$ cat config.mk
export PLATFORM = sky130hd
export DESIGN_NAME = matrix3x3_arithmetic_unit
export DESIGN_NICKNAME = d
export VERILOG_FILES = /design/src/hdl/m3au_pkg.sv /design/src/hdl/m3au_store.sv /design/src/hdl/matrix3x3_arithmetic_unit.sv
export SDC_FILE = /design/constraint.sdc
export NUM_CORES = 2
export LEC_CHECK = 0
export ABC_AREA = 1
export BUFFER_PORTS_ARGS = -buffer_cell sky130_fd_sc_hd__buf_2
export CAP_MARGIN = 15
export CORE_UTILIZATION = 55
export DETAILED_ROUTE_END_ITERATION = 10
export HOLD_SLACK_MARGIN = 0.06
export PLACE_DENSITY = 0.71
export SLEW_MARGIN = 15
export SYNTH_ARGS = -nofsm -noshare
export SYNTH_HDL_FRONTEND = slang
export SYNTH_SLANG_ARGS = --single-unit
$ cat constraint.sdc
create_clock -name clk -period 14.83 [get_ports clk]
set_clock_uncertainty 0.15 [all_clocks]
set_input_delay 0.7415 -clock clk [delete_from_list [all_inputs] [get_ports clk]]
set_output_delay 0.7415 -clock clk [all_outputs]
set_load 0.02 [all_outputs]
$ cat src/hdl/m3au_pkg.sv
// Shared types, constants and the address helper for the 3x3 matrix arithmetic unit.
package m3au_pkg;

  localparam int DIM         = 3;
  localparam int NELEM       = DIM * DIM;
  localparam int IDX_W       = $clog2(DIM);
  localparam int ADDR_W      = $clog2(NELEM);
  localparam int DATA_W      = 32;
  localparam int FLD_IDX_W   = 2;
  localparam int OPC_W       = 3;
  localparam int IN_FIELDS_W = 2 * FLD_IDX_W + 2 * DATA_W;
  localparam int IN_TDATA_W  = ((IN_FIELDS_W + 7) / 8) * 8;
  localparam int OUT_FIELDS_W = 2 * FLD_IDX_W + DATA_W;
  localparam int OUT_TDATA_W = ((OUT_FIELDS_W + 7) / 8) * 8;

  typedef enum logic [OPC_W-1:0] {
    OP_LOAD = 3'd0,
    OP_MUL  = 3'd1,
    OP_ADD  = 3'd2,
    OP_SUB  = 3'd3,
    OP_TRN  = 3'd4
  } op_t;

  typedef enum logic {
    ST_IDLE,
    ST_ISSUE
  } state_t;

  typedef struct packed {
    logic              en;
    logic [ADDR_W-1:0] addr;
    logic [DATA_W-1:0] a;
    logic [DATA_W-1:0] b;
  } mem_wr_t;

  typedef struct packed {
    logic              en;
    logic [ADDR_W-1:0] a_addr;
    logic [ADDR_W-1:0] b_addr;
  } mem_rd_t;

  // Row-major address of element (row, col).
  function automatic logic [ADDR_W-1:0] elem_addr(input logic [IDX_W-1:0] row,
                                                  input logic [IDX_W-1:0] col);
    logic [ADDR_W+IDX_W-1:0] sum;
    begin
      sum = (ADDR_W+IDX_W)'(row) * (ADDR_W+IDX_W)'(DIM) + (ADDR_W+IDX_W)'(col);
      elem_addr = sum[ADDR_W-1:0];
    end
  endfunction

endpackage

$ cat src/hdl/m3au_store.sv
// Storage for matrices A and B: one write port, one registered read port each.
module m3au_store
  import m3au_pkg::*;
(
  input  logic              clk,
  input  logic              rst_n,
  input  mem_wr_t           wr,
  input  mem_rd_t           rd,
  output logic [DATA_W-1:0] rd_a,
  output logic [DATA_W-1:0] rd_b
);

  logic [DATA_W-1:0] mem_a [NELEM];
  logic [DATA_W-1:0] mem_b [NELEM];
  logic [NELEM-1:0]  vld_r;
  logic [DATA_W-1:0] rd_a_r;
  logic [DATA_W-1:0] rd_b_r;

  // An entry never loaded since reset reads as zero.
  always_ff @(posedge clk) begin
    if (!rst_n) begin
      vld_r <= '0;
    end else if (wr.en) begin
      vld_r[wr.addr] <= 1'b1;
    end
  end

  always_ff @(posedge clk) begin
    if (wr.en) begin
      mem_a[wr.addr] <= wr.a;
      mem_b[wr.addr] <= wr.b;
    end
  end

  always_ff @(posedge clk) begin
    if (rd.en) begin
      rd_a_r <= vld_r[rd.a_addr] ? mem_a[rd.a_addr] : '0;
      rd_b_r <= vld_r[rd.b_addr] ? mem_b[rd.b_addr] : '0;
    end
  end

  assign rd_a = rd_a_r;
  assign rd_b = rd_b_r;

endmodule

$ cat src/hdl/matrix3x3_arithmetic_unit.sv
// Flow: a load word gives no result and leaves the input ready. Add, subtract and transpose
// issue their elements after acceptance and multiply issues each term; every read passes the
// read register, stage 2 and the output register. The input stays closed while they issue;
// each memory has one read port, so a product element needs three reads.
// Result words leave one per cycle while out_tready is high, or one per three reads for multiply.
// A stall freezes the pipe. Reset (rst_n low) clears both matrices and empties the pipe.
module matrix3x3_arithmetic_unit
  import m3au_pkg::*;
(
  input  logic                   clk,
  input  logic                   rst_n,
  input  logic                   in_tvalid,
  output logic                   in_tready,
  input  logic [IN_TDATA_W-1:0]  in_tdata,   // row_index[1:0], col_index[3:2],
                                             // a_value[35:4], b_value[67:36]
  input  logic [OPC_W-1:0]       in_tuser,   // opcode[2:0]
  output logic                   out_tvalid,
  input  logic                   out_tready,
  output logic [OUT_TDATA_W-1:0] out_tdata,  // out_row[1:0], out_col[3:2], value[35:4]
  output logic                   out_tlast   // last
);

  localparam logic [IDX_W-1:0] IDX_LAST = IDX_W'(DIM - 1);

  state_t state_r, state_nxt;
  op_t    op_r, op_nxt;
  logic [IDX_W-1:0] row_r, row_nxt, col_r, col_nxt, k_r, k_nxt;

  logic in_acc, is_calc, adv, issuing, iss_kfirst, iss_klast;
  logic [FLD_IDX_W-1:0] ld_row, ld_col;
  logic ld_in_range;

  mem_wr_t wr;
  mem_rd_t rd;
  logic [DATA_W-1:0] rd_a, rd_b;

  logic             s1_valid_r, s1_kfirst_r, s1_klast_r;
  op_t              s1_op_r;
  logic [IDX_W-1:0] s1_row_r, s1_col_r;

  logic              s2_valid_r, s2_kfirst_r, s2_klast_r;
  logic [IDX_W-1:0]  s2_row_r, s2_col_r;
  logic [DATA_W-1:0] s2_val_r, s2_val_nxt;

  logic [DATA_W-1:0] acc_r, acc_sum;

  logic              out_valid_r;
  logic [IDX_W-1:0]  out_row_r, out_col_r;
  logic [DATA_W-1:0] out_val_r;
  logic              out_last_r;

  assign in_acc  = in_tvalid && in_tready;
  assign is_calc = (in_tuser == OP_MUL) || (in_tuser == OP_ADD) ||
                   (in_tuser == OP_SUB) || (in_tuser == OP_TRN);
  // The whole pipe advances unless a result word is waiting on a stalled sink.
  assign adv     = !out_valid_r || out_tready;

  assign iss_kfirst = (op_r != OP_MUL) || (k_r == '0);
  assign iss_klast  = (op_r != OP_MUL) || (k_r == IDX_LAST);

  // Next state.
  always_comb begin
    state_nxt = state_r;
    case (state_r)
      ST_IDLE: begin
        if (in_acc && is_calc) state_nxt = ST_ISSUE;
      end
      ST_ISSUE: begin
        if (adv && iss_klast && row_r == IDX_LAST && col_r == IDX_LAST) state_nxt = ST_IDLE;
      end
      default: state_nxt = ST_IDLE;
    endcase
  end

  // State outputs.
  always_comb begin
    in_tready = 1'b0;
    issuing   = 1'b0;
    case (state_r)
      ST_IDLE:  in_tready = 1'b1;
      ST_ISSUE: issuing   = 1'b1;
      default: begin
        in_tready = 1'b0;
        issuing   = 1'b0;
      end
    endcase
  end

  // Element and inner-product counters.
  always_comb begin
    op_nxt  = op_r;
    row_nxt = row_r;
    col_nxt = col_r;
    k_nxt   = k_r;
    if (in_acc && is_calc) begin
      op_nxt  = op_t'(in_tuser);
      row_nxt = '0;
      col_nxt = '0;
      k_nxt   = '0;
    end else if (issuing && adv) begin
      if (!iss_klast) begin
        k_nxt = k_r + IDX_W'(1);
      end else begin
        k_nxt = '0;
        if (col_r == IDX_LAST) begin
          col_nxt = '0;
          row_nxt = (row_r == IDX_LAST) ? '0 : row_r + IDX_W'(1);
        end else begin
          col_nxt = col_r + IDX_W'(1);
        end
      end
    end
  end

  always_ff @(posedge clk) begin
    if (!rst_n) begin
      state_r <= ST_IDLE;
      op_r    <= OP_LOAD;
      row_r   <= '0;
      col_r   <= '0;
      k_r     <= '0;
    end else begin
      state_r <= state_nxt;
      op_r    <= op_nxt;
      row_r   <= row_nxt;
      col_r   <= col_nxt;
      k_r     <= k_nxt;
    end
  end

  // Load path.
  assign ld_row      = in_tdata[FLD_IDX_W-1:0];
  assign ld_col      = in_tdata[2*FLD_IDX_W-1:FLD_IDX_W];
  assign ld_in_range = ({30'd0, ld_row} < 32'(DIM)) && ({30'd0, ld_col} < 32'(DIM));

  always_comb begin
    wr.en   = in_acc && (in_tuser == OP_LOAD) && ld_in_range;
    wr.addr = elem_addr(IDX_W'(ld_row), IDX_W'(ld_col));
    wr.a    = in_tdata[2*FLD_IDX_W+DATA_W-1:2*FLD_IDX_W];
    wr.b    = in_tdata[2*FLD_IDX_W+2*DATA_W-1:2*FLD_IDX_W+DATA_W];
  end

  // Read addresses: A[r][k] and B[k][c] for a product, A[c][r] for transpose.
  always_comb begin
    rd.en = issuing && adv;
    case (op_r)
      OP_MUL: begin
        rd.a_addr = elem_addr(row_r, k_r);
        rd.b_addr = elem_addr(k_r, col_r);
      end
      OP_TRN: begin
        rd.a_addr = elem_addr(col_r, row_r);
        rd.b_addr = elem_addr(col_r, row_r);
      end
      default: begin
        rd.a_addr = elem_addr(row_r, col_r);
        rd.b_addr = elem_addr(row_r, col_r);
      end
    endcase
  end

  m3au_store u_store (
    .clk   (clk),
    .rst_n (rst_n),
    .wr    (wr),
    .rd    (rd),
    .rd_a  (rd_a),
    .rd_b  (rd_b)
  );

  // Stage 1 travels with the registered read data.
  always_ff @(posedge clk) begin
    if (!rst_n) begin
      s1_valid_r <= 1'b0;
    end else if (adv) begin
      s1_valid_r <= issuing;
    end
  end

  always_ff @(posedge clk) begin
    if (adv) begin
      s1_op_r     <= op_r;
      s1_row_r    <= row_r;
      s1_col_r    <= col_r;
      s1_kfirst_r <= iss_kfirst;
      s1_klast_r  <= iss_klast;
    end
  end

  // Stage 2: one product, sum, difference or pass-through.
  always_comb begin
    case (s1_op_r)
      OP_MUL:  s2_val_nxt = rd_a * rd_b;
      OP_ADD:  s2_val_nxt = rd_a + rd_b;
      OP_SUB:  s2_val_nxt = rd_a - rd_b;
      default: s2_val_nxt = rd_a;
    endcase
  end

  always_ff @(posedge clk) begin
    if (!rst_n) begin
      s2_valid_r <= 1'b0;
    end else if (adv) begin
      s2_valid_r <= s1_valid_r;
    end
  end

  always_ff @(posedge clk) begin
    if (adv) begin
      s2_val_r    <= s2_val_nxt;
      s2_row_r    <= s1_row_r;
      s2_col_r    <= s1_col_r;
      s2_kfirst_r <= s1_kfirst_r;
      s2_klast_r  <= s1_klast_r;
    end
  end

  // Stage 3: accumulate; for non-product operations each term is both first and last.
  assign acc_sum = (s2_kfirst_r ? '0 : acc_r) + s2_val_r;

  always_ff @(posedge clk) begin
    if (adv && s2_valid_r) begin
      acc_r <= acc_sum;
    end
  end

  always_ff @(posedge clk) begin
    if (!rst_n) begin
      out_valid_r <= 1'b0;
    end else if (adv) begin
      out_valid_r <= s2_valid_r && s2_klast_r;
    end
  end

  always_ff @(posedge clk) begin
    if (adv && s2_valid_r && s2_klast_r) begin
      out_val_r  <= acc_sum;
      out_row_r  <= s2_row_r;
      out_col_r  <= s2_col_r;
      out_last_r <= (s2_row_r == IDX_LAST) && (s2_col_r == IDX_LAST);
    end
  end

  assign out_tvalid = out_valid_r;
  assign out_tlast  = out_last_r;
  assign out_tdata  = {(OUT_TDATA_W - OUT_FIELDS_W)'(0), out_val_r,
                       FLD_IDX_W'(out_col_r), FLD_IDX_W'(out_row_r)};

endmodule

==> results.cfg <==
[setup_path]
worstSetupEndpointType = register
setup.worst_path.class = register to register
cp-start-kind = register
worst_ep_arrival_time_ns = 8.08
timing.critical_path.required_ns = 15.04
crit_fanout = 15

[clock_tree]
h-tree-depth = 3
worstSkewPairLatency_ns = 0.67
clkSlewWorstSetupHoldPaths_ns = 0.06
cts_buffers = 79
cts_max_path_buffers = 3
cts-root-buf = clkbuf_16
cts_repair_resize_count = 0
cts.sinks = 778
ctsHoldBuffers = 0
cts_tree = built
postCtsSetupBuffers = 0

[grt]
initial_antenna_violation_count = 16
overflow = 0
number_of_global_route_vias_before_repair = 36900
grt_pass1_wl_mm = 205
groute.usage.overall = 0.281
grt_start_max_net_pins = 75

[routing]
wl_met2_mm = 63.0
via_density_per_instance = 5.55
drtAntennaViolNets = 0
dr.max_layer_used = met5
wirelength_mm = 131
detail_route.wirelength.met1_mm = 53.8
dr.pass1.iters = 5
drc_violation_total_after_the_first_tritonroute_iteration = 3362
wl_per_cell_um = 19.6
dr_total_vias = 37000
routed-wl-met3_mm = 9.86
route.detailed.drc = 0

[die]
die_h_um = 309
dieArea_um2 = 95400
placement_rows = 112
floorplan.core_area_um2 = 93300
chipWidth_um = 309
pin_count = 122
initial_utilization = 0.555

[place]
place.gp.congestion = 0.972
port_buffer_count = 113
dp_hpwl_mm = 83.8

[sta]
fmax_mhz = 127
timing_hold_violations_final = 0
finalMaxSlewViolations = 0
setup_violations = 0
grt_setup_unrepaired = false
timing.max_slew.rel_slack = 0.141
worst_pin_slew_ns = 1.29
finalCritPeriodShare = 0.531
post-route-min-period_ns = 7.87
finalSetupTns_ns = 0

[logic_synthesis]
synth_instances = 5345
synth.top_cell.area_share = 0.438
ys_dominant_reg_cell = edfxtp_1
synthesis.yosys.warnings = 0
netlist_area_um2 = 51800
synth.ff_latch_count = 778
synth-seq-area-share = 0.447
post_synth_main_area_contributors = edfxtp_1 44%, fa_1 16%, nand2_1 9.1%
asyncSetResetFlopFracSynth = 0
cell_type_with_the_highest_aggregate_area_in_the_netlist = edfxtp_1
yosys.cell_types.count = 56
synth-edff-count = 756
post_synth.cell_area_avg_um2 = 9.69

[min_path]
holdCritPathClass = input port to register

[final_layout]
final_layout_size_suffix_gt1_frac = 0.0769
commonest_cells_after_routing_fill_and_taps_aside = 1255 x nand2_1, 969 x inv_1, 756 x edfxtp_1
nets = 6059
final_common_cell = nand2_1
area_growth_syn_to_layout_pct = 7.96

[status]
outcome = complete, no violations

[flow_run]
drv_cap = 0
## routing by layer
metal	global-route usage	up-vias
li1	-	17200
met1	0.379	18100
met2	0.467	1410
met3	0.0446	297
met4	0.0945	24
met5	0	-
## stage by stage
| stage | hold slack (ns) | util | instance area [um2] | cells | worst slack [ns] |
|---|---|---|---|---|---|
| 4_1_cts | 0.164 | 0.599 | 55900 | 6676 | 7.08 |
| 6_report | 0.199 | 0.599 | 55900 | 6679 | 6.96 |
| 2_1_floorplan | 0.250 | - | 51800 | 5348 | 7.62 |
| 3_3_place_gp | 0.251 | 0.572 | 53400 | 6529 | 7.11 |
| 5_1_grt | 0.190 | 0.599 | 55900 | 6678 | 6.64 |
| 3_5_place_dp | 0.265 | 0.572 | 53400 | 6529 | 7.11 |
## cell usage after synthesis, drive strengths merged, types with 6 or more instances
master	n
a211oi	34
a21o	15
a21oi	248
a31oi	7
buf	110
clkbuf	143
dfxtp	22
edfxtp	756
fa	418
ha	206
inv	981
nand2	1260
nand3	150
nand3b	14
nand4	54
nor2	288
nor3	31
nor4	9
o211ai	86
o21a	6
o21ai	269
o21bai	11
o22ai	50
or2	72
xnor2	25
xor2	53
## path summary, 6_finish.rpt
kind / startpoint / end / slack, ns / cells past startpoint
min: in_tdata[14] / u_store.mem_a[1][10]$_DFFE_PP_ / 0.20 / 1
max: u_store.rd_a[8]$_SDFFCE_PN0P_ / s2_val_r[31]$_DFFE_PN_ / 6.96 / 25
min reg2reg: s1_col_r[1]$_DFFE_PN_ / s2_col_r[1]$_DFFE_PN_ / 0.27 / 0
max reg2reg: u_store.rd_a[8]$_SDFFCE_PN0P_ / s2_val_r[31]$_DFFE_PN_ / 6.96 / 25
## area by class of cell
class / count / area (um2)
fillers: 7750 / 37400
multi-input cells: 3333 / 23900
flip-flops and latches: 778 / 23100
inverters: 984 / 3700
clock buffers: 103 / 2090
well taps: 1254 / 1570
repair buffers: 180 / 1070
clock inverters: 44 / 468
diodes: 3 / 7.51
## sequential cells by signal (all words and copies together), names as in the netlist, 3 cells and up
register	cells
acc_r	32
op_r	3
out_val_r	32
s1_op_r	3
s2_val_r	32
u_store.mem_a	288
u_store.mem_b	288
u_store.rd_a	32
u_store.rd_b	32
u_store.vld_r	9
## kinds of logic (layout without fill, tap and decap cells)
group	Yosys count	count (layout)	synth area share
flops	778	778	0.447
other cells	1	7	0.0000724
fa+ha+maj	624	624	0.211
buf+inv	1237	1311	0.0943
simple gates	1881	1881	0.151
xor+xnor	78	78	0.0132
compound gates	746	746	0.0838
## critical path, cell delays in order (launching register included)
cell and delay (ns):
edfxtp_1 0.94, buf_4 0.41, nand2_1 0.12, fa_1 0.39, inv_1 0.07, fa_1 0.43
fa_1 0.53, inv_1 0.06, fa_1 0.47, inv_1 0.05, fa_1 0.50, inv_1 0.06
fa_1 0.53, inv_1 0.05, fa_1 0.51, fa_1 0.43, ha_1 0.35, a21oi_1 0.20
o21ai_0 0.11, a21oi_1 0.15, nand3_1 0.14, a21o_1 0.22, a21oi_1 0.32, nand3_1 0.13
nand3_1 0.11, nand2_1 0.14
Power is not shown: default switching activity piles up to over one toggle a cycle in this logic, so the estimate is an artifact.
